## src/rtl/iidl_pkg.sv

```systemverilog
// ----------------------------------------------------------------------------
// iidl_pkg : shared types and constants of the indexed insert/delete list
// Word field widths, action and status codes, controller states and the
// command and status groups passed between controller and datapath.
// ----------------------------------------------------------------------------
package iidl_pkg;

	localparam int ACT_W     = 3;
	localparam int POS_W     = 7;
	localparam int VAL_W     = 32;
	localparam int STAT_W    = 2;
	localparam int CNT_OUT_W = 7;
	localparam int IN_W      = 48;
	localparam int OUT_W     = 48;

	typedef enum logic [ACT_W-1:0] {
		ACT_READ    = 3'd0,
		ACT_INS_HD  = 3'd1,
		ACT_INS_TL  = 3'd2,
		ACT_INS_POS = 3'd3,
		ACT_DEL_HD  = 3'd4,
		ACT_DEL_TL  = 3'd5,
		ACT_DEL_POS = 3'd6,
		ACT_IGNORE  = 3'd7
	} action_t;

	typedef enum logic [STAT_W-1:0] {
		STAT_OK    = 2'd0,
		STAT_RANGE = 2'd1,
		STAT_FULL  = 2'd2,
		STAT_EMPTY = 2'd3
	} status_t;

	typedef enum logic [1:0] {
		OP_NONE,
		OP_READ,
		OP_INSERT,
		OP_DELETE
	} op_kind_t;

	typedef enum logic [3:0] {
		S_IDLE,
		S_DECIDE,
		S_RD_REQ,
		S_RD_DATA,
		S_UP_RD,
		S_UP_WR,
		S_DN_RD,
		S_DN_WR,
		S_FINISH
	} state_t;

	typedef struct packed {
		logic latch_req;
		logic decide;
		logic rd_pos;
		logic cap_read;
		logic rd_up;
		logic wr_up;
		logic ins;
		logic rd_dn;
		logic wr_dn;
		logic del;
		logic load_out;
	} cmd_t;

	typedef struct packed {
		op_kind_t kind;
		logic     ok;
		logic     up_more;
		logic     dn_more;
	} stat_t;

endpackage

```

## src/rtl/indexed_insert_delete_list.sv

```systemverilog
// ----------------------------------------------------------------------------
// indexed_insert_delete_list : ordered list with indexed insert and delete
// Sequence: a read passes decide, read request, read data and finish; a failed
// or ignored request passes decide and finish; an insert or delete adds a RAM
// read and a RAM write per shifted entry before finish. Throughput: one
// request at a time. A new word is taken only in idle, at the earliest at the
// edge where the previous result word leaves.
// Reset: arst_n clears the entry count, the state and the output valid; the
// entry store is not cleared and needs no clearing pass.
// ----------------------------------------------------------------------------
module indexed_insert_delete_list #(
	parameter int CAPACITY = 64
) (
	input  logic        clk,
	input  logic        arst_n,
	// slave side
	input  logic        s_tvalid,
	output logic        s_tready,
	// [2:0] action, [9:3] position, [41:10] item_value, [47:42] zero
	input  logic [47:0] s_tdata,
	// master side
	output logic        m_tvalid,
	input  logic        m_tready,
	// [1:0] status, [33:2] read_value, [40:34] entry_count, [47:41] zero
	output logic [47:0] m_tdata
);

	localparam int CW = $clog2(CAPACITY + 1);

	iidl_pkg::cmd_t  cmd;
	iidl_pkg::stat_t stat;
	logic [CW-1:0]   count;

	// Sequencer: accept a word, decide, read or walk the shift, then load the result.
	iidl_ctrl u_ctrl (
		.clk       (clk),
		.arst_n    (arst_n),
		.in_valid  (s_tvalid),
		.out_ready (m_tready),
		.stat      (stat),
		.cmd       (cmd),
		.in_ready  (s_tready),
		.out_valid (m_tvalid)
	);

	// Datapath: hold the request, the count, the store and the result word.
	iidl_dp #(
		.CAPACITY (CAPACITY)
	) u_dp (
		.clk      (clk),
		.arst_n   (arst_n),
		.cmd      (cmd),
		.in_word  (s_tdata),
		.stat     (stat),
		.count    (count),
		.out_word (m_tdata)
	);

	// The count never passes the capacity.
	a_count_bound: assert property (@(posedge clk) disable iff (!arst_n)
		count <= CW'(CAPACITY))
		else $error("entry count above capacity");

	// An accepted word keeps the block busy for the next cycle.
	a_busy_after_accept: assert property (@(posedge clk) disable iff (!arst_n)
		(s_tvalid && s_tready) |=> !s_tready)
		else $error("word accepted while busy");

	// Each insert grows the list by exactly one entry.
	a_insert_count: assert property (@(posedge clk) disable iff (!arst_n)
		cmd.ins |=> (count - $past(count)) == CW'(1))
		else $error("insert did not grow count by one");

	// A loaded result is offered in the next cycle.
	a_result_offered: assert property (@(posedge clk) disable iff (!arst_n)
		cmd.load_out |=> m_tvalid)
		else $error("result word not offered");

endmodule

```

## src/rtl/iidl_ram.sv

```systemverilog
// ----------------------------------------------------------------------------
// iidl_ram : generic single-write, single-read RAM
// One write port and one read port, read data registered.
// ----------------------------------------------------------------------------
module iidl_ram #(
	parameter int WIDTH = 32,
	parameter int DEPTH = 64
) (
	input  logic                     clk,
	input  logic                     we,
	input  logic [$clog2(DEPTH)-1:0] waddr,
	input  logic [WIDTH-1:0]         wdata,
	input  logic [$clog2(DEPTH)-1:0] raddr,
	output logic [WIDTH-1:0]         rdata
);

	logic [WIDTH-1:0] mem_q [DEPTH];

	always_ff @(posedge clk) begin
		if (we) begin
			mem_q[waddr] <= wdata;
		end
		rdata <= mem_q[raddr];
	end

endmodule

```

## src/rtl/iidl_ctrl.sv

```systemverilog
// ----------------------------------------------------------------------------
// iidl_ctrl : request sequencer
// Steps one request through decide, read or shift, and result phases.
// ----------------------------------------------------------------------------
module iidl_ctrl (
	input  logic            clk,
	input  logic            arst_n,
	input  logic            in_valid,
	input  logic            out_ready,
	input  iidl_pkg::stat_t stat,
	output iidl_pkg::cmd_t  cmd,
	output logic            in_ready,
	output logic            out_valid
);

	iidl_pkg::state_t state_q, state_nxt;
	logic             out_valid_q;

	assign in_ready  = (state_q == iidl_pkg::S_IDLE) && (!out_valid_q || out_ready);
	assign out_valid = out_valid_q;

	always_comb begin
		state_nxt = state_q;
		unique case (state_q)
			iidl_pkg::S_IDLE: begin
				if (in_valid && in_ready) state_nxt = iidl_pkg::S_DECIDE;
			end
			iidl_pkg::S_DECIDE: begin
				if (!stat.ok) begin
					state_nxt = iidl_pkg::S_FINISH;
				end else begin
					unique case (stat.kind)
						iidl_pkg::OP_READ:   state_nxt = iidl_pkg::S_RD_REQ;
						iidl_pkg::OP_INSERT: state_nxt = iidl_pkg::S_UP_RD;
						iidl_pkg::OP_DELETE: state_nxt = iidl_pkg::S_DN_RD;
						default:             state_nxt = iidl_pkg::S_FINISH;
					endcase
				end
			end
			iidl_pkg::S_RD_REQ:  state_nxt = iidl_pkg::S_RD_DATA;
			iidl_pkg::S_RD_DATA: state_nxt = iidl_pkg::S_FINISH;
			iidl_pkg::S_UP_RD: begin
				state_nxt = stat.up_more ? iidl_pkg::S_UP_WR : iidl_pkg::S_FINISH;
			end
			iidl_pkg::S_UP_WR:   state_nxt = iidl_pkg::S_UP_RD;
			iidl_pkg::S_DN_RD: begin
				state_nxt = stat.dn_more ? iidl_pkg::S_DN_WR : iidl_pkg::S_FINISH;
			end
			iidl_pkg::S_DN_WR:   state_nxt = iidl_pkg::S_DN_RD;
			iidl_pkg::S_FINISH:  state_nxt = iidl_pkg::S_IDLE;
			default:             state_nxt = iidl_pkg::S_IDLE;
		endcase
	end

	always_comb begin
		cmd = '0;
		unique case (state_q)
			iidl_pkg::S_IDLE:    cmd.latch_req = in_valid && in_ready;
			iidl_pkg::S_DECIDE:  cmd.decide    = 1'b1;
			iidl_pkg::S_RD_REQ:  cmd.rd_pos    = 1'b1;
			iidl_pkg::S_RD_DATA: cmd.cap_read  = 1'b1;
			iidl_pkg::S_UP_RD: begin
				cmd.rd_up = stat.up_more;
				cmd.ins   = !stat.up_more;
			end
			iidl_pkg::S_UP_WR:   cmd.wr_up     = 1'b1;
			iidl_pkg::S_DN_RD: begin
				cmd.rd_dn = stat.dn_more;
				cmd.del   = !stat.dn_more;
			end
			iidl_pkg::S_DN_WR:   cmd.wr_dn     = 1'b1;
			iidl_pkg::S_FINISH:  cmd.load_out  = 1'b1;
			default:             cmd           = '0;
		endcase
	end

	always_ff @(posedge clk or negedge arst_n) begin
		if (!arst_n) begin
			state_q     <= iidl_pkg::S_IDLE;
			out_valid_q <= 1'b0;
		end else begin
			state_q <= state_nxt;
			if (cmd.load_out) begin
				out_valid_q <= 1'b1;
			end else if (out_ready) begin
				out_valid_q <= 1'b0;
			end
		end
	end

endmodule

```

## src/rtl/iidl_dp.sv

```systemverilog
// ----------------------------------------------------------------------------
// iidl_dp : list datapath
// Request registers, entry count, shift index, entry store and result word.
// ----------------------------------------------------------------------------
module iidl_dp #(
	parameter int CAPACITY = 64
) (
	input  logic                       clk,
	input  logic                       arst_n,
	input  iidl_pkg::cmd_t             cmd,
	input  logic [iidl_pkg::IN_W-1:0]  in_word,
	output iidl_pkg::stat_t            stat,
	output logic [$clog2(CAPACITY+1)-1:0] count,
	output logic [iidl_pkg::OUT_W-1:0] out_word
);

	localparam int AW    = $clog2(CAPACITY);
	localparam int CW    = $clog2(CAPACITY + 1);
	localparam int CMP_W = (CW > iidl_pkg::POS_W) ? CW : iidl_pkg::POS_W;
	localparam int PAD_W = iidl_pkg::OUT_W - iidl_pkg::STAT_W - iidl_pkg::VAL_W
	                       - iidl_pkg::CNT_OUT_W;

	iidl_pkg::action_t                act_q;
	logic [iidl_pkg::POS_W-1:0]       pos_q;
	logic [iidl_pkg::VAL_W-1:0]       val_q;
	logic [CW-1:0]                    count_q;
	logic [CW-1:0]                    idx_q;
	logic [CMP_W-1:0]                 at_q;
	iidl_pkg::status_t                status_q;
	logic [iidl_pkg::VAL_W-1:0]       rv_q;
	iidl_pkg::status_t                out_status_q;
	logic [iidl_pkg::VAL_W-1:0]       out_value_q;
	logic [iidl_pkg::CNT_OUT_W-1:0]   out_count_q;

	logic [CMP_W-1:0]                 pos_x, cnt_x, at_c;
	iidl_pkg::status_t                status_c;
	iidl_pkg::op_kind_t               kind_c;
	logic                             full_c, empty_c;
	logic [CW:0]                      idx_inc;
	logic [CW-1:0]                    raddr_c;
	logic [iidl_pkg::VAL_W-1:0]       rdata;

	assign pos_x   = CMP_W'(pos_q);
	assign cnt_x   = CMP_W'(count_q);
	assign full_c  = (count_q >= CW'(CAPACITY));
	assign empty_c = (count_q == '0);

	always_comb begin
		unique case (act_q)
			iidl_pkg::ACT_READ:    kind_c = iidl_pkg::OP_READ;
			iidl_pkg::ACT_INS_HD,
			iidl_pkg::ACT_INS_TL,
			iidl_pkg::ACT_INS_POS: kind_c = iidl_pkg::OP_INSERT;
			iidl_pkg::ACT_DEL_HD,
			iidl_pkg::ACT_DEL_TL,
			iidl_pkg::ACT_DEL_POS: kind_c = iidl_pkg::OP_DELETE;
			default:               kind_c = iidl_pkg::OP_NONE;
		endcase
	end

	// effective list position of the request
	always_comb begin
		unique case (act_q)
			iidl_pkg::ACT_INS_HD,
			iidl_pkg::ACT_DEL_HD: at_c = '0;
			iidl_pkg::ACT_INS_TL: at_c = cnt_x;
			iidl_pkg::ACT_DEL_TL: at_c = cnt_x - CMP_W'(1);
			default:              at_c = pos_x;
		endcase
	end

	always_comb begin
		status_c = iidl_pkg::STAT_OK;
		unique case (kind_c)
			iidl_pkg::OP_READ: begin
				if (empty_c)             status_c = iidl_pkg::STAT_EMPTY;
				else if (at_c >= cnt_x)  status_c = iidl_pkg::STAT_RANGE;
			end
			iidl_pkg::OP_INSERT: begin
				if (full_c)              status_c = iidl_pkg::STAT_FULL;
				else if (at_c > cnt_x)   status_c = iidl_pkg::STAT_RANGE;
			end
			iidl_pkg::OP_DELETE: begin
				if (empty_c)             status_c = iidl_pkg::STAT_EMPTY;
				else if (at_c >= cnt_x)  status_c = iidl_pkg::STAT_RANGE;
			end
			default:                 status_c = iidl_pkg::STAT_OK;
		endcase
	end

	assign idx_inc      = {1'b0, idx_q} + (CW + 1)'(1);
	assign stat.kind    = kind_c;
	assign stat.ok      = (status_c == iidl_pkg::STAT_OK);
	assign stat.up_more = (CMP_W'(idx_q) > at_q);
	assign stat.dn_more = (idx_inc < {1'b0, count_q});
	assign count        = count_q;

	always_comb begin
		priority if (cmd.rd_up) raddr_c = idx_q - CW'(1);
		else if (cmd.rd_dn)     raddr_c = idx_inc[CW-1:0];
		else if (cmd.rd_pos)    raddr_c = at_q[CW-1:0];
		else                    raddr_c = idx_q;
	end

	iidl_ram #(
		.WIDTH (iidl_pkg::VAL_W),
		.DEPTH (CAPACITY)
	) u_ram (
		.clk   (clk),
		.we    (cmd.wr_up || cmd.wr_dn || cmd.ins),
		.waddr (idx_q[AW-1:0]),
		.wdata (cmd.ins ? val_q : rdata),
		.raddr (raddr_c[AW-1:0]),
		.rdata (rdata)
	);

	always_ff @(posedge clk or negedge arst_n) begin
		if (!arst_n) begin
			count_q <= '0;
		end else if (cmd.ins) begin
			count_q <= count_q + CW'(1);
		end else if (cmd.del) begin
			count_q <= count_q - CW'(1);
		end
	end

	always_ff @(posedge clk) begin
		if (cmd.latch_req) begin
			act_q <= iidl_pkg::action_t'(in_word[iidl_pkg::ACT_W-1:0]);
			pos_q <= in_word[iidl_pkg::ACT_W +: iidl_pkg::POS_W];
			val_q <= in_word[iidl_pkg::ACT_W + iidl_pkg::POS_W +: iidl_pkg::VAL_W];
		end
		if (cmd.decide) begin
			at_q     <= at_c;
			status_q <= status_c;
			idx_q    <= (kind_c == iidl_pkg::OP_INSERT) ? count_q : at_c[CW-1:0];
		end else if (cmd.wr_up) begin
			idx_q <= idx_q - CW'(1);
		end else if (cmd.wr_dn) begin
			idx_q <= idx_inc[CW-1:0];
		end
		if (cmd.cap_read) begin
			rv_q <= rdata;
		end
		if (cmd.load_out) begin
			out_status_q <= status_q;
			out_count_q  <= cnt_x[iidl_pkg::CNT_OUT_W-1:0];
			if (kind_c == iidl_pkg::OP_READ) begin
				out_value_q <= (status_q == iidl_pkg::STAT_OK) ? rv_q : '1;
			end else begin
				out_value_q <= '0;
			end
		end
	end

	assign out_word = {{PAD_W{1'b0}}, out_count_q, out_value_q, out_status_q};

endmodule

```

## config.mk

```make
export PLATFORM = sky130hd
export DESIGN_NAME = indexed_insert_delete_list
export DESIGN_NICKNAME = d
export VERILOG_FILES = /design/src/rtl/iidl_pkg.sv /design/src/rtl/indexed_insert_delete_list.sv /design/src/rtl/iidl_ram.sv /design/src/rtl/iidl_ctrl.sv /design/src/rtl/iidl_dp.sv
export SDC_FILE = /design/constraint.sdc
export NUM_CORES = 2
export LEC_CHECK = 0
export ABC_CLOCK_PERIOD_IN_PS = 7410
export BUFFER_PORTS_ARGS = -buffer_cell sky130_fd_sc_hd__clkbuf_2
export CORE_UTILIZATION = 63
export DETAILED_ROUTE_END_ITERATION = 8
export PLACE_DENSITY_LB_ADDON = 0.2
export SYNTH_ARGS = -nofsm -noshare
export SYNTH_HDL_FRONTEND = slang
export SYNTH_SLANG_ARGS = --single-unit
```

## constraint.sdc

```tcl
create_clock -name clk -period 7.41 [get_ports clk]
set_input_delay 1.482 -clock clk [delete_from_list [all_inputs] [get_ports clk]]
set_output_delay 1.482 -clock clk [all_outputs]
set_load 0.05 [all_outputs]
```

# Yosys cells after proc, flatten, opt, wreduce, memory -nomap -nowiden
# Memories as Yosys holds them, arrays and structs flattened. A register that Yosys moved wholly into a read port is not among the register bits.
# Index checks and enable logic that the tools add are counted.
# op_classes
reduce_logical	20
n_mux	39
magnitude_cmp	5
n_addsub	4
n_eq_ne	18
# op_table
cell	n
$mux 32	2
$mux 7	6
$pmux 4 s8	1
$pmux 7 s3	1
$mux 6	3
$mux 1	17
$eq 4x3->1 const B	4
$mux 4	4
$gt 7x7->1	2
$sub 7x1->7 const B	2
$pmux 4 s3	1
$eq 3x3->1 const B	3
$add 7x1->8 const B	1
$eq 4x2->1 const B	2
$lt 8x7->1	1
$add 7x1->7 const B	1
$ge 7x7->1	1
$ge 7x7->1 const B	1
$logic_not 7->1	1
$eq 3x2->1 const B	2
$pmux 2 s3	1
$reduce_or 3->1	2
$eq 2x2->1 const B	2
$eq 4x1->1 const B	1
other kinds (15)	24
# word_totals
ram_bits	2048
wordCells	100
n_memories	1
ff_bits	143
# mem_list
memory	words	word_bits	read_ports	rd_ports_with_merged_regs	wr	line	source
u_dp.u_ram.mem_q	64	32	1	1	1	iidl_ram.sv:17	logic [WIDTH-1:0] mem_q [DEPTH];

# Logic depth before layout (Yosys ltp)
# logic_depth
ltp_word	10
ltp_mapped	21
ltp_nobuf	17

# Cells and area by module
# A second synthesis with hierarchy kept.
# hier_totals
hier_cells	3868
area_unflattened_um2	85602.1
# by_module_without_submodules
mod	area_each_um2	instances	cells_per_inst
iidl_ram	78515.3	1	3324
iidl_dp	6678.9	1	497
iidl_ctrl	407.9	1	47

# Least setup slack after synthesis
# No wires, ideal clock.
# synth_timing
kind	register to register
from	register u_ctrl.state_q[1]
to	register u_dp.out_count_q[0] (netlist bit) (enable)
t_required_ps	6852
n_path_buf	1
setup_slack_ps	1976
path_stages_with_launch	3
t_arrival_ps	4876
path_cell_list	dfrtp_1 > buf_2 > nor4b_1
# synth_rtl
item	line	source
from (decl)	iidl_ctrl.sv:16	iidl_pkg::state_t state_q, state_nxt;
from (signal assigned)	iidl_ctrl.sv:79	state_q <= iidl_pkg::S_IDLE;
from (signal assigned)	iidl_ctrl.sv:82	state_q <= state_nxt;
to (signal assigned)	iidl_dp.sv:147	out_count_q <= cnt_x[iidl_pkg::CNT_OUT_W-1:0];
to (decl)	iidl_dp.sv:33	logic [iidl_pkg::CNT_OUT_W-1:0] out_count_q;

# Final worst setup path
# layout_timing
from	register u_dp.idx_q[2]
to	register u_dp.u_ram.rdata[23] (read register of u_dp.u_ram.mem_q)
# layout_via
elab_chain_cells	5
word_cells_on_any_way	9
cone_classes	add/sub: 2; order compare: 2; mux: 5
# layout_lines
item	line	source
from (decl)	iidl_dp.sv:27	logic [CW-1:0] idx_q;
from (signal assigned)	iidl_dp.sv:136	idx_q <= (kind_c == iidl_pkg::OP_INSERT) ? count_q : at_c[CW-1:0];
from (signal assigned)	iidl_dp.sv:138	idx_q <= idx_q - CW'(1);
from (signal assigned)	iidl_dp.sv:140	idx_q <= idx_inc[CW-1:0];
$add 7x1->8	iidl_dp.sv:91	assign idx_inc = {1'b0, idx_q} + (CW + 1)'(1);
$lt 8x7->1	iidl_dp.sv:95	assign stat.dn_more = (idx_inc < {1'b0, count_q});
$mux 1	iidl_ctrl.sv:57	unique case (state_q)
$mux 6	iidl_dp.sv:100	else if (cmd.rd_dn) raddr_c = idx_inc[CW-1:0];
$mux 6 (*)	iidl_dp.sv:99	priority if (cmd.rd_up) raddr_c = idx_q - CW'(1);
to (decl)	iidl_ram.sv:14	output logic [WIDTH-1:0] rdata
# Mark *: on every way between the ends. The rest lies on a longest branch, timed or not.
# A chain may end at the register's enable or synchronous reset.

==> results by group <==
Timing
  • RSZ-0062 raised after global routing: no
  • Fin Setup TNS: 0 ns
  • Setup Skew: 0.0490 ns
  • Fin. Hold Viols: 0
  • Worst-margin pin slew: about 1.4 ns
  • Relative slew margins: 6.89%
  • Final hold slack: between 0.4 and 0.5 ns
  • Slew Viols, Final: 0
  • Period utilization: ~82%
  • Max Fclk: 165 MHz
  • Post-layout minimum cycle time: between 6 and 7 ns
  • Setup WS post-layout: 1.37 ns
  • Final setup fails: 0

Setup path
  • Critical path cell sequence: and3_1 > nand3_1 > xnor2_1 > ha_1 > o2111ai_1 > o21a_1 > a21oi_2 > o21a_4 > buf_4 > mux2i_1 > o22ai_1 > o311ai_1 > nand4_1 > a221o_1
  • CP max FO: 22
  • Req. time, crit path: 8.14 ns
  • Critical path class: reg2reg
  • Critical-path top delay cell: a21oi_2
  • Crit path DAT: 6.77 ns
  • Slowest cell delay on critical path: 0.86 ns
  • Startpoint Class: flip-flop
  • Crit end category: flip-flop

Place
  • Routability Congestion: between 0.9 and 1
  • Placed Area: roughly 0.09 mm²
  • Number of buffers added on ports: 88
  • DP Worst Slack: 1.60 ns
  • Placed Cells: 8,040
  • DP Wirelength: 143,000 µm

Pwr
  • Peak supply drop: approximately 0.00057 V
  • Switching power: 18.6 mW
  • Power Total: 46.0 mW
  • Switching portion of total power: 40.5%
  • Sequential share of power: 36.5%
  • Leak: 33.8 nW
  • Clock network power share: 23.3%
  • Gate power share: roughly 40%
  • Power Density: about 470 mW/mm²
  • Int Pwr: 27.4 mW

Clocking
  • Hold Buf Count CTS: 0
  • Post-CTS sizing: 0
  • Clock Sinks: 2,223
  • TritonCTS clock tree: built
  • CTS clk-pin slew, worst paths: 0.07 ns
  • TritonCTS Buffers: approximately 210
  • Clk_lat worst skew: 0.87 ns
  • Postcts setup bufs: 0
  • Clock buffer depth: 3
  • Clk root buf: clkbuf_16
  • CTS H-tree lvls: 4

Routing
  • Avg WL per Cell: 29.4 µm
  • Number of routed nets with antenna violations: 0
  • Drt pass-1 iters: 8
  • Residual DRC count: 0
  • Via count: 56,400
  • DRT iter0 DRCs: 8,659
  • Vias per cell: 6.68
  • WL final: 248,000 µm

Yosys
  • Distinct cells, synth: 80
  • Synth Area per Inst: 14.1 µm²
  • #FFs+latches synth: approximately 2,200
  • Post-synth top cells: edfxtp_1 (2,179), nand2_1 (1,517), nand3_1 (457)
  • Synth Cell Area: 0.0883 mm²
  • Synth area leaders: edfxtp_1 (74%), nand2_1 (6.4%), mux2i_1 (2.8%)
  • Mapped Cells: 6,241
  • Async SR Flop Fraction: 0.540%
  • Synth warn: 0
  • Top-count cell post-synth: edfxtp_1
  • Post-synth top area cell: edfxtp_1
  • Post-synth EDFFs: about 2,200
  • Ys flop type: edfxtp_1
  • Synth top area share: roughly 74%
  • Seq/Total Area, Yosys: approximately three quarters

Global route
  • GRT met2 Usage: 52.3%
  • Number of global-route vias before repair: between 50,000 and 60,000
  • Met3 Usage GRT: 7.39%
  • Initial antenna violation count: 4
  • Gr ovfl total: 0
  • Largest net degree at the start of global routing: between 150 and 200
  • GRT Total Usage: a little over a third
  • First-pass GRT wire length: about 360,000 µm
  • GR Util met1: 49.4%
  • Grt peak-use layer: met2

Final layout
  • Final core utilization: between 70% and 80%
  • Area growth syn-to-layout: 11.8%
  • Fin area: roughly 0.1 mm²
  • Share of cells above drive strength 1: 12.1%
  • Fill cell count: 8,785
  • Final #Nets: 6,455
  • Multi-input gate area: 0.0206 mm²
  • Reg area: 0.0664 mm²
  • Non-filler instance count after layout: between 8,000 and 9,000

Die
  • Num rows: roughly 140
  • Die ar.: about 0.14 mm²
  • Die height: about 380 µm
  • Core area: approximately 0.14 mm²
  • Ports: 102
  • Die W: 376 µm
  • Starting density of the core: 63.4%

Outcome
  • Status: complete, no violations

Job
  • Max-Cap Viols: 0

Hold path
  • HP Class: reg2reg
routing by layer:
| metal | vias to the layer above | part of all wire (%) |
|---|---|---|
| li1 | 23900 | - |
| met1 | 27700 | 37 |
| met2 | 4051 | 45 |
| met3 | 646 | 13 |
| met4 | 6 | 5.2 |
| met5 | - | 0.018 |
sequential cells by signal (all words and copies together), names as in the netlist:
| signal | count |
|---|---|
| u_ctrl.out_valid | 1 |
| u_ctrl.state_q | 4 |
| u_dp.act_q | 3 |
| u_dp.at_q | 7 |
| u_dp.count | 7 |
| u_dp.idx_q | 7 |
| u_dp.out_count_q | 7 |
| u_dp.out_status_q | 2 |
| u_dp.out_value_q | 32 |
| u_dp.pos_q | 7 |
| u_dp.rv_q | 32 |
| u_dp.status_q | 2 |
| u_dp.u_ram.mem_q | 2048 |
| u_dp.u_ram.rdata | 32 |
| u_dp.val_q | 32 |
cell usage in the layout (no fill, tap or decap), drive strengths merged, types with 29 or more instances in the layout:
master,Yosys,final
clkbuf,131,360
inv,21,29
nand4,60,60
a221oi,61,61
o221ai,51,51
a221o,32,32
mux2i,247,247
clkinv,0,97
o21a,36,36
nand3,458,458
o22ai,64,64
nor2,132,132
and3,94,94
a22oi,29,29
a21oi,220,220
a211oi,36,36
a31oi,111,111
edfxtp,2179,2179
a32oi,47,47
nand2,1520,1520
dfxtp,32,32
buf,274,234
o21ai,113,113
critical path, delay by kind of cell, from the launching register on:
family          cells  cell delay (ns)
simple gates        3             0.98
compound gates      7             3.01
mux                 1             0.22
flops               1             0.77
xor+xnor            1             0.23
fa+ha+maj           1             0.36
buf+inv             1             0.35
final timing paths:
kind / startpoint / slack, ns / endpoint / cells after the start
hold / removal: u_dp.u_ram.rdata[14] / 0.43 / u_dp.rv_q[14] / 0
setup reg to reg: u_dp.idx_q[2] / 1.37 / u_dp.u_ram.rdata[23] / 14
hold reg to reg: u_dp.u_ram.rdata[14] / 0.43 / u_dp.rv_q[14] / 0
setup / recovery: u_dp.idx_q[2] / 1.37 / u_dp.u_ram.rdata[23] / 14
max in group asynchronous: arst_n / 6.59 / u_dp.count[1] / 1
min in group asynchronous: arst_n / 0.53 / u_dp.count[0] / 1
power groups by stage:
stage          Clock, mW  Sequential (mW)  Combinational, mW
2_1_floorplan          0             17.0               10.9
3_3_place_gp           0             17.0               17.5
3_5_place_dp           0             17.0               17.9
4_1_cts             10.7             16.8               18.0
5_1_grt             11.2             16.8               19.3
6_report            10.7             16.8               18.5
cell families after synthesis:
kind of cell    after synthesis  share of synthesized area, %
simple gates               2339                          11.4
xor+xnor                     17                         0.169
other cells                   1                       0.00425
mux                         259                          3.08
buf+inv                     426                          2.40
fa+ha+maj                    25                         0.354
flops                      2223                          75.2
compound gates              951                          7.47
layout make-up:
cell class	count	share of cell area, %
repair buffers	322	2.45
clock buffers	272	5.75
well taps	1876	2.38
multi-input cells	3598	20.8
diodes	2	0.00507
clock inverters	130	1.25
flip-flops and latches	2223	67.3
inverters	21	0.0799
No activity file was read; power rests on OpenSTA's default activity.
